===== src/rtl/core/vbd_pkg.sv =====
`default_nettype none

package vbd_pkg;

    // Varint byte layout
    localparam int unsigned GROUP_W    = 7;
    localparam int unsigned STOP_BIT   = 7;
    localparam int unsigned MAX_GROUPS = 5;
    localparam int unsigned GCNT_W     = 3;

    // Result channel widths
    localparam int unsigned VALUE_W      = 32;
    localparam int unsigned KIND_W       = 2;
    localparam int unsigned M_TDATA_W    = 40;
    localparam int unsigned M_TDATA_PAD  = M_TDATA_W - VALUE_W - 2;

    // Result kinds
    localparam logic [KIND_W-1:0] KIND_COUNT = 2'd0;
    localparam logic [KIND_W-1:0] KIND_DOCID = 2'd1;
    localparam logic [KIND_W-1:0] KIND_FREQ  = 2'd2;
    localparam logic [KIND_W-1:0] KIND_POS   = 2'd3;

    typedef struct packed {
        logic [7:0] data_byte;
        logic       region_end;
    } item_t;

    typedef struct packed {
        logic [KIND_W-1:0]  kind;
        logic [VALUE_W-1:0] value;
        logic               list_done;
        logic               truncated;
        logic               overflow_error;
    } result_t;

endpackage

`default_nettype wire


===== src/rtl/core/vbd_in_stage.sv =====
`default_nettype none

module vbd_in_stage
    import vbd_pkg::*;
(
    input  wire logic  aclk,
    input  wire logic  aresetn,
    input  wire logic  s_valid,
    output logic       s_ready,
    input  wire item_t s_item,
    input  wire logic  take,
    output logic       valid,
    output item_t      item
);

    logic  valid_reg;
    logic  valid_next;
    item_t item_reg;

    // Accept a new request when empty or when the held one leaves this cycle
    assign s_ready    = !valid_reg || take;
    assign valid_next = (s_valid && s_ready) || (valid_reg && !take);

    always_ff @(posedge aclk) begin
        if (!aresetn) begin
            valid_reg <= 1'b0;
        end else begin
            valid_reg <= valid_next;
        end
    end

    // Capture payload on accept
    always_ff @(posedge aclk) begin
        if (s_valid && s_ready) begin
            item_reg <= s_item;
        end
    end

    assign valid = valid_reg;
    assign item  = item_reg;

endmodule

`default_nettype wire


===== src/rtl/core/vbd_decode.sv =====
`default_nettype none

module vbd_decode
    import vbd_pkg::*;
(
    input  wire logic  aclk,
    input  wire logic  aresetn,
    input  wire logic  fire,
    input  wire item_t item,
    output logic       emit,
    output result_t    result
);

    typedef enum logic [3:0] {
        PH_COUNT = 4'b0001,
        PH_DOCID = 4'b0010,
        PH_FREQ  = 4'b0100,
        PH_POS   = 4'b1000
    } phase_t;

    phase_t              phase_reg,    phase_next;
    logic [VALUE_W-1:0]  accum_reg,    accum_next;
    logic [GCNT_W-1:0]   gcnt_reg,     gcnt_next;
    logic [VALUE_W-1:0]  docs_reg,     docs_next;
    logic [VALUE_W-1:0]  pos_left_reg, pos_left_next;
    logic [VALUE_W-1:0]  docid_reg,    docid_next;
    logic [VALUE_W-1:0]  position_reg, position_next;
    logic                done_reg,     done_next;

    logic [GROUP_W-1:0]  grp;
    logic                stop;
    logic                end_in;
    logic [VALUE_W-1:0]  shifted;
    logic [VALUE_W-1:0]  merged;
    logic                ovf;
    logic                finished;
    logic [VALUE_W-1:0]  num;
    logic [VALUE_W-1:0]  sum_base;
    logic [VALUE_W-1:0]  sum;
    logic [KIND_W-1:0]   kind;
    logic [VALUE_W-1:0]  value;
    logic                walk_done;

    assign grp    = item.data_byte[GROUP_W-1:0];
    assign stop   = item.data_byte[STOP_BIT];
    assign end_in = item.region_end;

    // Place the group at its weight; bits above 31 drop off in the last group
    always_comb begin
        case (gcnt_reg)
            3'd0:    shifted = {25'd0, grp};
            3'd1:    shifted = {18'd0, grp, 7'd0};
            3'd2:    shifted = {11'd0, grp, 14'd0};
            3'd3:    shifted = {4'd0, grp, 21'd0};
            3'd4:    shifted = {grp[3:0], 28'd0};
            default: shifted = '0;
        endcase
    end

    assign merged   = accum_reg | shifted;
    assign ovf      = !stop && (gcnt_reg == GCNT_W'(MAX_GROUPS - 1));
    assign finished = stop || ovf;
    assign num      = ovf ? '0 : merged;

    // One adder serves both running sums
    assign sum_base = (phase_reg == PH_DOCID) ? docid_reg : position_reg;
    assign sum      = sum_base + num;

    assign emit = !done_reg && (finished || end_in);

    // Kind code and shown value for the current phase
    always_comb begin
        case (phase_reg)
            PH_COUNT: begin kind = KIND_COUNT; value = num; end
            PH_DOCID: begin kind = KIND_DOCID; value = sum; end
            PH_FREQ:  begin kind = KIND_FREQ;  value = num; end
            PH_POS:   begin kind = KIND_POS;   value = sum; end
            default:  begin kind = KIND_COUNT; value = num; end
        endcase
    end

    // Advance the list walk for one byte
    always_comb begin
        phase_next    = phase_reg;
        accum_next    = accum_reg;
        gcnt_next     = gcnt_reg;
        docs_next     = docs_reg;
        pos_left_next = pos_left_reg;
        docid_next    = docid_reg;
        position_next = position_reg;
        done_next     = done_reg;

        if (!done_reg) begin
            accum_next = finished ? '0 : merged;
            gcnt_next  = finished ? '0 : gcnt_reg + 3'd1;
            if (finished || end_in) begin
                case (phase_reg)
                    PH_COUNT: begin
                        if (finished) begin
                            if (num == '0) begin
                                done_next = 1'b1;
                            end else begin
                                docs_next  = num;
                                phase_next = PH_DOCID;
                            end
                        end
                    end
                    PH_DOCID: begin
                        docid_next = sum;
                        if (finished) begin
                            phase_next = PH_FREQ;
                        end
                    end
                    PH_FREQ: begin
                        if (finished) begin
                            position_next = '0;
                            if (num == '0) begin
                                docs_next = docs_reg - 32'd1;
                                if (docs_reg == 32'd1) begin
                                    done_next = 1'b1;
                                end else begin
                                    phase_next = PH_DOCID;
                                end
                            end else begin
                                pos_left_next = num;
                                phase_next    = PH_POS;
                            end
                        end
                    end
                    PH_POS: begin
                        position_next = sum;
                        if (finished) begin
                            pos_left_next = pos_left_reg - 32'd1;
                            if (pos_left_reg == 32'd1) begin
                                docs_next = docs_reg - 32'd1;
                                if (docs_reg == 32'd1) begin
                                    done_next = 1'b1;
                                end else begin
                                    phase_next = PH_DOCID;
                                end
                            end
                        end
                    end
                    default: begin
                        phase_next = PH_COUNT;
                    end
                endcase
            end
        end

        // Completion as seen before a region end clears the walk
        walk_done = done_next;

        // Region end returns everything to the start of a list
        if (end_in) begin
            phase_next    = PH_COUNT;
            accum_next    = '0;
            gcnt_next     = '0;
            docs_next     = '0;
            pos_left_next = '0;
            docid_next    = '0;
            position_next = '0;
            done_next     = 1'b0;
        end
    end

    always_comb begin
        result.kind           = kind;
        result.value          = value;
        result.list_done      = walk_done || end_in;
        result.truncated      = end_in && !walk_done;
        result.overflow_error = ovf;
    end

    always_ff @(posedge aclk) begin
        if (!aresetn) begin
            phase_reg    <= PH_COUNT;
            accum_reg    <= '0;
            gcnt_reg     <= '0;
            docs_reg     <= '0;
            pos_left_reg <= '0;
            docid_reg    <= '0;
            position_reg <= '0;
            done_reg     <= 1'b0;
        end else if (fire) begin
            phase_reg    <= phase_next;
            accum_reg    <= accum_next;
            gcnt_reg     <= gcnt_next;
            docs_reg     <= docs_next;
            pos_left_reg <= pos_left_next;
            docid_reg    <= docid_next;
            position_reg <= position_next;
            done_reg     <= done_next;
        end
    end

endmodule

`default_nettype wire


===== src/rtl/core/vbd_out_stage.sv =====
`default_nettype none

module vbd_out_stage
    import vbd_pkg::*;
(
    input  wire logic    aclk,
    input  wire logic    aresetn,
    input  wire logic    load,
    input  wire result_t result_in,
    output logic         free,
    output logic         m_valid,
    input  wire logic    m_ready,
    output result_t      result_out
);

    logic    valid_reg;
    logic    valid_next;
    result_t result_reg;

    // Slot frees up when empty or when the held request leaves now
    assign free       = !valid_reg || m_ready;
    assign valid_next = load || (valid_reg && !m_ready);

    always_ff @(posedge aclk) begin
        if (!aresetn) begin
            valid_reg <= 1'b0;
        end else begin
            valid_reg <= valid_next;
        end
    end

    // Hold the result until taken
    always_ff @(posedge aclk) begin
        if (load) begin
            result_reg <= result_in;
        end
    end

    assign m_valid    = valid_reg;
    assign result_out = result_reg;

endmodule

`default_nettype wire


===== src/rtl/core/vbyte_posting_list_decoder_core.sv =====
// Channel  Dir  Bus                         Contents
// s_       in   s_tdata[7:0], s_tlast       data_byte, region_end
// m_       out  m_tdata[39:0], m_tuser[1:0], value, truncated, overflow_error;
//               m_tlast                      kind; list_done
//
// One byte per cycle sustained while results are taken; a byte sits in the input
// register from the edge that accepts it until it is decoded, and any result it
// makes is loaded into the result register by the single decode step between them.
// aresetn clears the valid bits and the list walk to the start of a list.
// A stalled result holds the decode step only when that byte makes a result;
// bytes that make none keep flowing.
`default_nettype none

module vbyte_posting_list_decoder_core
    import vbd_pkg::*;
(
    input  wire logic                  aclk,
    input  wire logic                  aresetn,
    input  wire logic                  s_tvalid,
    output logic                       s_tready,
    input  wire logic [7:0]            s_tdata,   // [7:0] data_byte
    input  wire logic                  s_tlast,   // region_end
    output logic                       m_tvalid,
    input  wire logic                  m_tready,
    output logic [M_TDATA_W-1:0]       m_tdata,   // [31:0] value, [32] truncated,
                                                  // [33] overflow_error, rest zero
    output logic [KIND_W-1:0]          m_tuser,   // [1:0] kind
    output logic                       m_tlast    // list_done
);

    item_t   s_item;
    item_t   item;
    logic    item_valid;
    logic    emit;
    logic    out_free;
    logic    advance;
    result_t dec_result;
    result_t out_result;

    assign s_item.data_byte  = s_tdata;
    assign s_item.region_end = s_tlast;

    // Decode advances unless its result has nowhere to go
    assign advance = item_valid && (!emit || out_free);

    vbd_in_stage u_in (
        .aclk    (aclk),
        .aresetn (aresetn),
        .s_valid (s_tvalid),
        .s_ready (s_tready),
        .s_item  (s_item),
        .take    (advance),
        .valid   (item_valid),
        .item    (item)
    );

    vbd_decode u_dec (
        .aclk    (aclk),
        .aresetn (aresetn),
        .fire    (advance),
        .item    (item),
        .emit    (emit),
        .result  (dec_result)
    );

    vbd_out_stage u_out (
        .aclk       (aclk),
        .aresetn    (aresetn),
        .load       (advance && emit),
        .result_in  (dec_result),
        .free       (out_free),
        .m_valid    (m_tvalid),
        .m_ready    (m_tready),
        .result_out (out_result)
    );

    // Pack the result request
    assign m_tdata = {{M_TDATA_PAD{1'b0}}, out_result.overflow_error,
                      out_result.truncated, out_result.value};
    assign m_tuser = out_result.kind;
    assign m_tlast = out_result.list_done;

endmodule

`default_nettype wire


===== config.mk =====
export PLATFORM = sky130hd
export DESIGN_NAME = vbyte_posting_list_decoder_core
export DESIGN_NICKNAME = d
export VERILOG_FILES = /design/src/rtl/core/vbd_pkg.sv /design/src/rtl/core/vbd_in_stage.sv /design/src/rtl/core/vbd_decode.sv /design/src/rtl/core/vbd_out_stage.sv /design/src/rtl/core/vbyte_posting_list_decoder_core.sv
export SDC_FILE = /design/constraint.sdc
export NUM_CORES = 1
export LEC_CHECK = 0
export ABC_AREA = 1
export BUFFER_PORTS_ARGS = -buffer_cell sky130_fd_sc_hd__buf_4
export CAP_MARGIN = 10
export CORE_ASPECT_RATIO = 1.2
export CORE_UTILIZATION = 35
export CTS_CLUSTER_DIAMETER = 50
export DETAILED_ROUTE_END_ITERATION = 7
export GPL_TIMING_DRIVEN = 0
export PLACE_DENSITY_LB_ADDON = 0.1
export SKIP_LAST_GASP = 1
export SYNTH_ARGS = -nofsm -noshare
export SYNTH_HDL_FRONTEND = slang
export SYNTH_SLANG_ARGS = --single-unit

===== constraint.sdc =====
create_clock -name aclk -period 3.15 [get_ports aclk]
set_clock_uncertainty 0.05 [all_clocks]
set_input_delay 0.1575 -clock aclk [delete_from_list [all_inputs] [get_ports aclk]]
set_output_delay 0.1575 -clock aclk [all_outputs]
set_load 0.05 [all_outputs]

==> out/qor.txt <==
global-route usage over all layers = 28.3%
Hold/Removal Path Class = input pin to register
headroom to the max-slew limit = 30.9%
Fill cells = 4,112
Top Ports = 58
final count of pins violating max slew = 0
vertical die dimension = 222 µm
Placed Instances = 2,779
most area-consuming cells after synthesis = dfxtp_1 24%, nand2_1 17%, edfxtp_1 9.8%
global-route wire length before repair = 86,900 µm
maximum ir drop on the vdd rail = 0.498 mV
per-cell routed wire length = 20.3 µm
HPWL after DPL = 43,300 µm
FFs w/ async S/R, synth = 0%
run status = finished with violations
highest metal layer with signal wires = met4
number of enable flip-flop cells after synthesis = 46
# nets final = 2,377
number of buffers and inverters on the critical path = 4
number of placement rows = 80
Clock Root Buffer = clkbuf_16
clk buf depth = 3
area of the core = 0.0397 mm²
count of max-cap constraint violations = 0
cell area after synthesis = 0.0141 mm²
met2 wirelength from detailed routing = 27,600 µm
WP data arrival = 3.42 ns
Routability Congestion = 0.956
fin crit period = 3.18 ns
number of cells in the finished layout apart from fillers = 2,903
synthesized instance count = 2,189
CTS Buf Count = 30
TritonCTS clock tree = built
maximum number of pins on one net before global-route repair = 22
fraction of post-synthesis cell area in the top cell type by area = 24.1%
setup repair after global routing missed its margin = true
number of iterations in the first detailed-routing pass = 6
length of routed met3 wiring = 3580 µm
number of failing hold endpoints at the final stage = 0
number of design-rule violations left by the first detailed-router iteration = 1,508
failing checks = negative setup slack
starting utilization of the core area = 35.6%
metal1 wirelength = 24,700 µm
type of element launching the critical path = register
share of synthesized area occupied by flip-flops and latches = 33.9%
max frequency = 315 MHz
largest delay contributor family on the critical path = compound AO/OA/AOI/OAI gates
total setup violations reported at the end of the flow = 2
Area after DPL = 0.0152 mm²
ordered cell list for the critical path = inv_2, ha_4, nand2_8, nor2_8, clkinv_8, buf_16, nand2_8, clkinvlp_4, ha_4, a21oi_2, o21bai_1, a21oi_1, o21ai_0, a21oi_1, nand3_2, nand3_2, o21ai_0
syn_area_per_cell = 6.46 µm²
Crit. End Element = register
clock-pin slew on the worst setup and hold paths = 0.06 ns
pwr dens = 448 mW/mm²
via count of the first global-routing pass = 14,337
commonest cells after routing, fill and taps aside = 555 x nand2_1, 226 x nand3_1, 210 x inv_1
fraction of the cycle the final worst path needs = 101%
number of flip-flops and latches in the synthesized netlist = 216
Max FO, Critical Path = 7
delay contributed by the slowest stage of the critical path = 0.32 ns
final routed wirelength across all metal layers = 58,900 µm
total power consumption of the routed design = 8.17 mW
library cell contributing the largest single delay on the critical path = dfxtp_2
worst slew pin tran = 1.03 ns
number of input and output port buffers inserted = 50
fraction of the core area covered by cells at the end of the flow = 45.9%
total die area = 0.0412 mm²
Post-Layout Inst Area = 0.0182 mm²
classification of the worst setup path = register to register
H-Tree Level Count = 1
fraction of layout cells with a size suffix above 1 = 21.2%
leakage power = 8.01 nW
vias per inst = 5.34
diodes inserted = 0
largest area contributor in the synthesized netlist = dfxtp_1
number of remaining DRC errors = 0
number of vias after detailed routing = 15,508
horizontal extent of the die = 185 µm
distinct cell type count after synthesis = 53
total number of clock tree sinks = 216
flip-flop cell with the highest count after synthesis = dfxtp_1
number of warnings printed during yosys synthesis = 0
total congestion overflow after global routing = 0
number of flip-flops in the largest register = 37
Routed Antenna Nets = 0
most common cell after layout, fill and taps aside = nand2_1
antenna violations before repair = 0
minimum setup slack in the final design = -0.0282 ns
Data required, critical path = 3.39 ns
synthesis-to-finish area growth = 29.0%
latest clock arrival within the worst-skew pair = 0.58 ns
-- kinds of logic (layout without fill, tap and decap cells) --
logic type      count (synthesis)  count (layout)  synth area share [%]
xor+xnor                       45              45                  2.90
simple gates                 1181            1181                  36.6
other cells                     1               6                0.0265
fa+ha+maj                      18              18                  1.59
compound gates                380             380                  14.5
flops                         216             216                  33.9
buf+inv                       347             523                  10.5
mux                             1               1                0.0708
-- synthesized netlist by cell type (13+ instances only) --
master and n:
dfxtp_1 170, a21oi_1 217, ha_1 18, inv_2 14, xor2_1 20, nand2_2 13, nand4_1 20, xnor2_1 23
inv_1 232, o21ai_0 105, buf_4 13, clkbuf_1 45, edfxtp_1 46, nor2_1 186, nor3_1 24, buf_2 21
nand2_1 639, nand3_1 246
-- area by class of cell --
cell class / instances / area (µm²) / area share (%)
clock inverter: 25 / 298 / 1.63
multi-input combinational: 1631 / 9040 / 49.5
timing repair buffer: 123 / 1100 / 6.01
clock buffer: 31 / 776 / 4.25
sequential: 216 / 4790 / 26.3
tap: 533 / 667 / 3.66
timing repair inverter: 1 / 11.3 / 0.0617
buffer: 94 / 583 / 3.20
inverter: 249 / 978 / 5.36
-- worst reg2reg max path, stage by stage, from the launching register on --
cell and delay (ns):
dfxtp_2 0.32, inv_2 0.08, ha_4 0.19, nand2_8 0.08
nor2_8 0.24, clkinv_8 0.18, buf_16 0.21, nand2_8 0.10
clkinvlp_4 0.11, ha_4 0.26, a21oi_2 0.17, o21bai_1 0.09
a21oi_1 0.17, o21ai_0 0.11, a21oi_1 0.20, nand3_2 0.13
nand3_2 0.11, o21ai_0 0.09
-- metal layers --
layer	global-route usage, %	up-vias
li1	-	7442
met5	0	-
met3	3.91	147
met1	35.9	7314
met4	14.0	0
met2	46.7	605
-- where the power goes --
group	leakage, nW	internal (mW)	switching (mW)
logic	5.70	0.490	1.06
registers	1.82	2.91	0.0525
clock network	0.500	2.22	1.44
total	8.01	5.62	2.55
-- final timing paths --
path	startpoint	to	slack, ns	cells after the start
worst min register to register	u_dec.accum_reg[28]	u_dec.accum_reg[28]	0.41	2
worst min-delay path	s_tdata[3]	u_in.item[4]	0.25	2
worst max-delay path	u_dec.gcnt_reg[1]	u_out.result_out[33]	-0.03	17
worst max register to register	u_dec.gcnt_reg[1]	u_out.result_out[33]	-0.03	17
-- per-stage QoR --
stage / setup WS [ns] / hold slack, ns / setup TNS, ns
after floorplan: 0.315 / 0.206 / 0
after global placement: -1.16 / 0.286 / -123.60
after detailed placement: -0.813 / 0.287 / -56.17
after CTS: -0.0561 / 0.218 / -0.569
after global routing: -0.113 / 0.239 / -0.840
final: -0.0282 / 0.250 / -0.0310
-- what timing repair did --
| item | CTS | global route |
|---|---|---|
| buffers inserted | 17 | 38 |
| hold endpoints to repair | 13 | 0 |
| pin swaps | 21 | 49 |
| setup endpoints to repair | 159 | 155 |
| resized for setup | 178 | 186 |
| cloned | 2 | 2 |
| hold buffers | 13 | 0 |
Note: power is estimated with default switching activity, not from simulation.
